**config.mk**
```make
export PLATFORM = sky130hd
export DESIGN_NAME = roundabout_track_feature_detector_unit
export DESIGN_NICKNAME = d
export VERILOG_FILES = /design/src/rtl/rtfd_pkg.sv /design/src/rtl/rtfd_step.sv /design/src/rtl/roundabout_track_feature_detector_unit.sv
export SDC_FILE = /design/constraint.sdc
export NUM_CORES = 1
export LEC_CHECK = 0
export BUFFER_PORTS_ARGS = -buffer_cell sky130_fd_sc_hd__clkbuf_2
export CAP_MARGIN = 25
export CORE_ASPECT_RATIO = 2
export CORE_MARGIN = 4
export CORE_UTILIZATION = 51
export DETAILED_ROUTE_END_ITERATION = 10
export PLACE_DENSITY = 0.73
export SYNTH_ARGS = -nofsm -noshare
export SYNTH_HDL_FRONTEND = slang
export SYNTH_SLANG_ARGS = --single-unit
```
**constraint.sdc**
```tcl
create_clock -name aclk -period 11.98 [get_ports aclk]
set_input_delay 1.797 -clock aclk [delete_from_list [all_inputs] [get_ports aclk]]
set_output_delay 1.797 -clock aclk [all_outputs]
set_load 0.1 [all_outputs]
```
**src/rtl/rtfd_pkg.sv**
```systemverilog
// Roundabout track feature detector: shared types and constants.
// Used by rtfd_step and the top level; depends on nothing else.
`timescale 1ns / 1ps

package rtfd_pkg;

    localparam int SENSOR_W = 12;
    localparam int HOLD_W   = 10;

    // Coil thresholds
    localparam logic [SENSOR_W-1:0] CONFIRM_MID = 12'd2000;
    localparam logic [SENSOR_W:0]   CONFIRM_SUM = 13'd3500;
    localparam logic [SENSOR_W-1:0] ENTER_MID   = 12'd2400;
    localparam logic [SENSOR_W-1:0] EXIT_MID    = 12'd1500;
    localparam logic [SENSOR_W-1:0] EXIT_LOW    = 12'd300;
    localparam logic [SENSOR_W-1:0] EXIT_EDGE   = 12'd1000;

    localparam logic [HOLD_W-1:0] HOLD_DELAY_RESET = 10'd100;

    // One input sample set
    typedef struct packed {
        logic [SENSOR_W-1:0] sensor_mid;
        logic [SENSOR_W-1:0] sensor_3;
        logic [SENSOR_W-1:0] sensor_2;
        logic [SENSOR_W-1:0] sensor_1;
        logic [SENSOR_W-1:0] sensor_0;
        logic                on_straight;
    } item_t;

    // One result, suspect_left in bit 0
    typedef struct packed {
        logic curve_seen;
        logic ring_done;
        logic right_lamp;
        logic left_lamp;
        logic inside_res;
        logic turned_right;
        logic turned_left;
        logic entering;
        logic found_right;
        logic found_left;
        logic suspect_right;
        logic suspect_left;
    } result_t;

    localparam int RESULT_W = $bits(result_t);

    // Detector state carried from tick to tick
    typedef struct packed {
        logic [HOLD_W-1:0] right_hold;
        logic [HOLD_W-1:0] left_hold;
        logic              suspect_left;
        logic              suspect_right;
        logic              found_left;
        logic              found_right;
        logic              entering;
        logic              turned_left;
        logic              turned_right;
        logic              in_ring;
        logic              left_lamp;
        logic              right_lamp;
    } state_t;

    localparam state_t STATE_RESET = '{
        right_hold:    '0,
        left_hold:     '0,
        suspect_left:  1'b0,
        suspect_right: 1'b0,
        found_left:    1'b0,
        found_right:   1'b0,
        entering:      1'b0,
        turned_left:   1'b0,
        turned_right:  1'b0,
        in_ring:       1'b0,
        left_lamp:     1'b1,
        right_lamp:    1'b1
    };

endpackage

```
**src/rtl/rtfd_step.sv**
```systemverilog
// Roundabout detector tick update: next state and result from one sample set.
// Purely combinational; uses rtfd_pkg types and thresholds.
`timescale 1ns / 1ps

module rtfd_step #(
    parameter int HOLD_LIMIT = 1000
) (
    input  rtfd_pkg::state_t                 state_cur,
    input  rtfd_pkg::item_t                  item,
    input  logic [rtfd_pkg::HOLD_W-1:0]      hold_delay,
    output rtfd_pkg::state_t                 state_nxt,
    output rtfd_pkg::result_t                result
);

    localparam logic [rtfd_pkg::HOLD_W:0] LIMIT_EXT = (rtfd_pkg::HOLD_W+1)'(HOLD_LIMIT);

    logic [rtfd_pkg::SENSOR_W-1:0] s0, s1, s2, s3, sm;
    logic [rtfd_pkg::SENSOR_W:0]   h_sum;
    logic [rtfd_pkg::HOLD_W:0]     r_inc, l_inc;
    logic [rtfd_pkg::HOLD_W-1:0]   r_sat, l_sat;
    logic                          right_pat, left_pat, confirm;
    logic                          exit_left, exit_right, done;
    rtfd_pkg::state_t              st;

    assign s0 = item.sensor_0;
    assign s1 = item.sensor_1;
    assign s2 = item.sensor_2;
    assign s3 = item.sensor_3;
    assign sm = item.sensor_mid;

    // Imbalance patterns and saturating hold increments
    assign right_pat = (s0 > s1) && (s3 > s2);
    assign left_pat  = (s1 > s0) && (s2 > s3);
    assign r_inc = {1'b0, state_cur.right_hold} + 1'b1;
    assign l_inc = {1'b0, state_cur.left_hold} + 1'b1;
    assign r_sat = (r_inc >= LIMIT_EXT) ? LIMIT_EXT[rtfd_pkg::HOLD_W-1:0]
                                        : r_inc[rtfd_pkg::HOLD_W-1:0];
    assign l_sat = (l_inc >= LIMIT_EXT) ? LIMIT_EXT[rtfd_pkg::HOLD_W-1:0]
                                        : l_inc[rtfd_pkg::HOLD_W-1:0];

    assign h_sum   = {1'b0, s0} + {1'b0, s1};
    assign confirm = (sm > rtfd_pkg::CONFIRM_MID) && (h_sum > rtfd_pkg::CONFIRM_SUM);

    always_comb begin
        st         = state_cur;
        exit_left  = 1'b0;
        exit_right = 1'b0;
        done       = 1'b0;

        // Hold counters and suspicion
        if (item.on_straight) begin
            st.right_hold = right_pat ? r_sat : '0;
            st.left_hold  = left_pat  ? l_sat : '0;
            if (!state_cur.found_right && !state_cur.found_left) begin
                if (st.right_hold > hold_delay) begin
                    st.suspect_right = 1'b1;
                    st.suspect_left  = 1'b0;
                end
                if (st.left_hold > hold_delay) begin
                    st.suspect_left  = 1'b1;
                    st.suspect_right = 1'b0;
                end
            end
        end else begin
            st.right_hold    = '0;
            st.left_hold     = '0;
            st.suspect_left  = 1'b0;
            st.suspect_right = 1'b0;
        end

        // Confirmation lights the lamp of that side
        if (!state_cur.found_left && !state_cur.found_right && confirm) begin
            if (st.suspect_left) begin
                st.found_left   = 1'b1;
                st.left_lamp    = 1'b0;
                st.suspect_left = 1'b0;
            end
            if (st.suspect_right) begin
                st.found_right   = 1'b1;
                st.right_lamp    = 1'b0;
                st.suspect_right = 1'b0;
            end
        end

        // Entry
        if ((st.found_left || st.found_right) && (sm < rtfd_pkg::ENTER_MID)) begin
            st.entering = 1'b1;
        end

        // Turn-in, only once
        if (st.entering && !st.turned_left && !st.turned_right) begin
            if (st.found_left && (s1 > s0) && (s3 > s2)) begin
                st.turned_left = 1'b1;
            end
            if (st.found_right && (s0 > s1) && (s2 > s3)) begin
                st.turned_right = 1'b1;
            end
        end

        // Exit; a left completion takes priority and suppresses the right test
        if (sm < rtfd_pkg::EXIT_MID) begin
            exit_left = st.turned_left &&
                        ((s2 < rtfd_pkg::EXIT_LOW) ||
                         ((s2 > rtfd_pkg::EXIT_EDGE) && (s3 < rtfd_pkg::EXIT_EDGE)));
            exit_right = !exit_left && st.turned_right &&
                         ((s3 < rtfd_pkg::EXIT_LOW) ||
                          ((s3 > rtfd_pkg::EXIT_EDGE) && (s2 < rtfd_pkg::EXIT_EDGE)));
            done = exit_left || exit_right;
        end

        if (done) begin
            st         = rtfd_pkg::STATE_RESET;
            st.in_ring = 1'b1;
        end
    end

    assign state_nxt = st;

    // Result fields are the updated state plus ring_done and curve_seen
    assign result = '{
        curve_seen:    !item.on_straight,
        ring_done:     done,
        right_lamp:    st.right_lamp,
        left_lamp:     st.left_lamp,
        inside_res:    st.in_ring,
        turned_right:  st.turned_right,
        turned_left:   st.turned_left,
        entering:      st.entering,
        found_right:   st.found_right,
        found_left:    st.found_left,
        suspect_right: st.suspect_right,
        suspect_left:  st.suspect_left
    };

endmodule

```
**src/rtl/roundabout_track_feature_detector_unit.sv**
```systemverilog
// Roundabout track feature detector, top level: input register, tick update,
// result register and hold_delay register. Depends on rtfd_pkg and rtfd_step.
`timescale 1ns / 1ps
//
//  channel  | ports                             | one transfer carries
//  ---------+-----------------------------------+------------------------------
//  input    | s_tvalid, s_tready, s_tdata[63:0] | on_straight + five coil samples
//  result   | m_tvalid, m_tready, m_tdata[15:0] | twelve status bits
//  config   | cfg_valid, cfg_ready, cfg_data    | hold_delay (always ready)
//
// One sample set per cycle while the result is not stalled: the tick update
// sits between the input register and the result register, and an item goes
// through both on its way to result valid. Reset (aresetn low, synchronous)
// empties both registers, clears the detector state, turns both lamps off and
// sets hold_delay to 100. A stalled result register holds its item; the input
// register still takes one more transfer, then input ready follows m_tready.

module roundabout_track_feature_detector_unit #(
    parameter int HOLD_LIMIT = 1000
) (
    input  logic                        aclk,
    input  logic                        aresetn,
    // config write
    input  logic                        cfg_valid,
    output logic                        cfg_ready,
    input  logic [rtfd_pkg::HOLD_W-1:0] cfg_data,       // hold_delay
    // input stream
    input  logic                        s_tvalid,
    output logic                        s_tready,
    // [0] on_straight, [12:1] sensor_0, [24:13] sensor_1, [36:25] sensor_2,
    // [48:37] sensor_3, [60:49] sensor_mid, [63:61] zero
    input  logic [63:0]                 s_tdata,
    // result stream
    output logic                        m_tvalid,
    input  logic                        m_tready,
    // [0] suspect_left, [1] suspect_right, [2] found_left, [3] found_right,
    // [4] entering, [5] turned_left, [6] turned_right, [7] inside_res,
    // [8] left_lamp, [9] right_lamp, [10] ring_done, [11] curve_seen,
    // [15:12] zero
    output logic [15:0]                 m_tdata
);

    localparam int ITEM_W = $bits(rtfd_pkg::item_t);

    logic                        in_valid_reg;
    rtfd_pkg::item_t             in_item_reg;
    logic                        out_valid_reg;
    rtfd_pkg::result_t           out_reg;
    rtfd_pkg::state_t            state_reg;
    rtfd_pkg::state_t            state_next;
    rtfd_pkg::result_t           result_next;
    logic [rtfd_pkg::HOLD_W-1:0] hold_delay_reg;
    logic                        fire;

    // An item moves through the update when the result register is empty or being read
    assign fire      = in_valid_reg && (!out_valid_reg || m_tready);
    assign s_tready  = !in_valid_reg || fire;
    assign cfg_ready = 1'b1;

    // Input register
    always_ff @(posedge aclk) begin
        if (!aresetn) begin
            in_valid_reg <= 1'b0;
        end else if (s_tready) begin
            in_valid_reg <= s_tvalid;
        end
    end

    always_ff @(posedge aclk) begin
        if (s_tvalid && s_tready) begin
            in_item_reg <= rtfd_pkg::item_t'(s_tdata[ITEM_W-1:0]);
        end
    end

    // Tick update
    rtfd_step #(
        .HOLD_LIMIT (HOLD_LIMIT)
    ) u_step (
        .state_cur  (state_reg),
        .item       (in_item_reg),
        .hold_delay (hold_delay_reg),
        .state_nxt  (state_next),
        .result     (result_next)
    );

    // Detector state
    always_ff @(posedge aclk) begin
        if (!aresetn) begin
            state_reg <= rtfd_pkg::STATE_RESET;
        end else if (fire) begin
            state_reg <= state_next;
        end
    end

    // Result register
    always_ff @(posedge aclk) begin
        if (!aresetn) begin
            out_valid_reg <= 1'b0;
        end else if (fire) begin
            out_valid_reg <= 1'b1;
        end else if (m_tready) begin
            out_valid_reg <= 1'b0;
        end
    end

    always_ff @(posedge aclk) begin
        if (fire) begin
            out_reg <= result_next;
        end
    end

    // hold_delay register
    always_ff @(posedge aclk) begin
        if (!aresetn) begin
            hold_delay_reg <= rtfd_pkg::HOLD_DELAY_RESET;
        end else if (cfg_valid && cfg_ready) begin
            hold_delay_reg <= cfg_data;
        end
    end

    assign m_tvalid = out_valid_reg;
    assign m_tdata  = {(16 - rtfd_pkg::RESULT_W)'(0), out_reg};

endmodule

```
==> flow_summary_export.csv <==
group,metric,value,unit
run_status,status,"finished, final reports clean",
sta,fin_crit_sh,40.5,%
sta,fin_hold_ws,0.460,ns
run,maxCapViolCount,0,
yosys,yosys-top-cells-area,"edfxtp_1 (34%), dfxtp_1 (13%), ha_1 (11%)",
route,drtIter0Drc,191,
critical_path,crit_path_end_kind,"register",
sta,tightest_slew,0.871,ns
yosys,synth.most_common_cell,"edfxtp_1",
floorplan,pin_count,98,
cts,cts_sinks,115,
final_layout,fill_cells,1019,
placement,dp.cells,841,
cts,clkTransAtPathRegs,0.05,ns
final_layout,largest_reg_flops,61,
critical_path,worst-path-max-fanout,9,
global_route,grt_pass1_vias,5225,
sta,fin_skew,0.00939,ns
placement,dp_hpwl,10800,µm
floorplan,fp.dieW,87.5,µm
sta,relSlewSlack,41.2,%
yosys,synth_largest_area_cell,"edfxtp_1",
route,vias_per_cell,5.72,
floorplan,core_area,12300,µm²
final_layout,finalNonFillerCells,873,
yosys,yosys_register_bits,115,
critical_path,critPathRequiredTime,12.13,ns
global_route,grt_max_degree,62,
sta,finalSetupViolations,0,
yosys,synthDominantCellAreaShare,34.0,%
cts,numCtsBuffers,17,
yosys,async_flop_share,0,%
cts,cts_root_buf,"clkbuf_16",
cts,clock_latency,0.41,ns
floorplan,dieArea,14600,µm²
sta,tns,0,ns
yosys,netlist_area,6440,µm²
route,antenna_left,0,
power,ir_drop,0.117,mV
cts,hold_buffers,0,
yosys,synth_warnings,0,
yosys,synth_commonest_cells,"edfxtp_1 (73), ha_1 (58), inv_1 (54)",
cts,cts_tree,"done",
final_layout,final_util,61.9,%
route,wire_per_inst,16.4,µm
power,p_total,1.09,mW
route,via_count,4994,
route,drt_wl_total,14300,µm
final_layout,num_antenna_cells,0,
sta,finalHoldViolations,0,
power,power.leakage,3.31,nW
critical_path,crit_path_start_kind,"register",
sta,period_needed,4.85,ns
final_layout,syn_to_final_growth,17.8,%
route,firstDrtPassIters,4,
critical_path,worstPathArrival,5.01,ns
cts,postCtsResizedCells,0,
floorplan,rows,57,
floorplan,initial_utilization,52.5,%
yosys,ys_types,65,
global_route,grt_usage,20.8,%
yosys,ys_seq_area_share,47.1,%
sta,fmax,206,MHz
floorplan,die_h,167,µm
placement,io_buffers,89,
min_path,hp-class,"reg -> reg",
yosys,synthFlopType,"edfxtp_1",
yosys,synthCells,620,
yosys,synth_edf_count,73,
critical_path,crit_type,"reg -> reg",
cts,htreeDepth,4,
global_route,antenna_found_initial,0,
sta,slew_violations,0,
cts,clockBufferDepth,2,
sta,rsz0062_at_grt,"false",
final_layout,final_nets,851,
power,cellPowerDensity,144,nW/µm²
yosys,syn_area_per_cell,10.4,µm²
route,drcViolationCount,0,
cts,post-cts-setup-buffers,0,
global_route,grt_pass1_wl,23800,µm
global_route,overflow,0,
final_layout,drive_gt1_share,17.9,%
placement,globalplace.congestion,0.873,
[placed cells by master (no fill, tap or decap), drive strengths merged, types with 5 or more instances in the layout]
| cell type | instances |
|---|---|
| and2 | 6 |
| xnor2 | 8 |
| dfxtp | 42 |
| nor2b | 20 |
| a22o | 14 |
| nand4 | 10 |
| a21oi | 45 |
| o21ai | 21 |
| or3 | 7 |
| inv | 60 |
| mux2i | 9 |
| edfxtp | 73 |
| o211ai | 11 |
| nor3 | 9 |
| o21a | 15 |
| and3 | 13 |
| a211oi | 5 |
| clkbuf | 108 |
| nand2b | 12 |
| nand2 | 29 |
| ha | 58 |
| a21o | 12 |
| nor4 | 5 |
| xor2 | 6 |
| conb | 5 |
| nand3 | 15 |
| or2 | 5 |
| nor2 | 39 |
| o31ai | 5 |
[final timing paths]
check                  start      endpoint  slack [ns]  depth (start not counted)
min             state_reg[1]  state_reg[1]        0.46                          2
max reg2reg  in_item_reg[22]    m_tdata[6]        7.13                         17
min reg2reg     state_reg[1]  state_reg[1]        0.46                          2
max          in_item_reg[22]    m_tdata[6]        7.13                         17
[per-layer routing]
layer | vias up | wire length, µm | share of wire, % | GRT usage (%)
met4 | 0 | 750 | 5.2 | 13.0
li1 | 2470 | - | - | -
met5 | - | 0 | 0 | 0
met1 | 2327 | 4910 | 34 | 20.6
met3 | 49 | 635 | 4.4 | 4.70
met2 | 148 | 8050 | 56 | 37.5
[layout make-up]
type                       instances  area, µm²  area share, %
multi-input combinational        434       3110           40.9
inverter                          55        211           2.79
sequential                       115       3030           39.9
timing repair buffer              90        453           5.97
clock buffer                      19        433           5.70
clock inverter                    13        173           2.27
tap                              147        184           2.42
[per-stage QoR]
step / instance area (µm²) / worst slack [ns]
after global routing: 7590 / 6.67
after global placement: 6990 / 7.21
after detailed placement: 6990 / 7.20
final: 7590 / 7.13
after CTS: 7590 / 7.15
after floorplan: 6450 / 7.47
[kinds of logic after synthesis]
kind of cell | Yosys count | synth area share, %
xor gates and xnor gates | 14 | 1.90
adders and majority gates | 59 | 11.6
buffers and inverters | 74 | 4.93
AOI/OAI and AO/OA | 163 | 17.6
DFF | 115 | 47.1
muxes | 10 | 1.57
other | 2 | 0.117
and+or+nand+nor | 183 | 15.2
[critical path, stage by stage (launching register included)]
cell and delay (ns):
edfxtp_1 0.40, ha_1 0.39, a21o_1 0.20, a21oi_1 0.14
nor2_1 0.06, nor3_1 0.42, nand4bb_1 0.47, a21oi_1 0.42
ha_1 0.31, a21oi_1 0.13, nor2_1 0.05, a211oi_1 0.29
nor4bb_1 0.43, nor2_1 0.09, o211a_1 0.27, a21oi_1 0.26
nor2_1 0.08, o21a_1 0.18
[report_power, final]
part	total [mW]	switching, mW	leakage, nW	internal [mW]
logic	0.125	0.0803	1.98	0.0447
registers	0.450	0.0103	1.04	0.440
clock network	0.518	0.187	0.293	0.331
(Power assumes the default switching activity.)
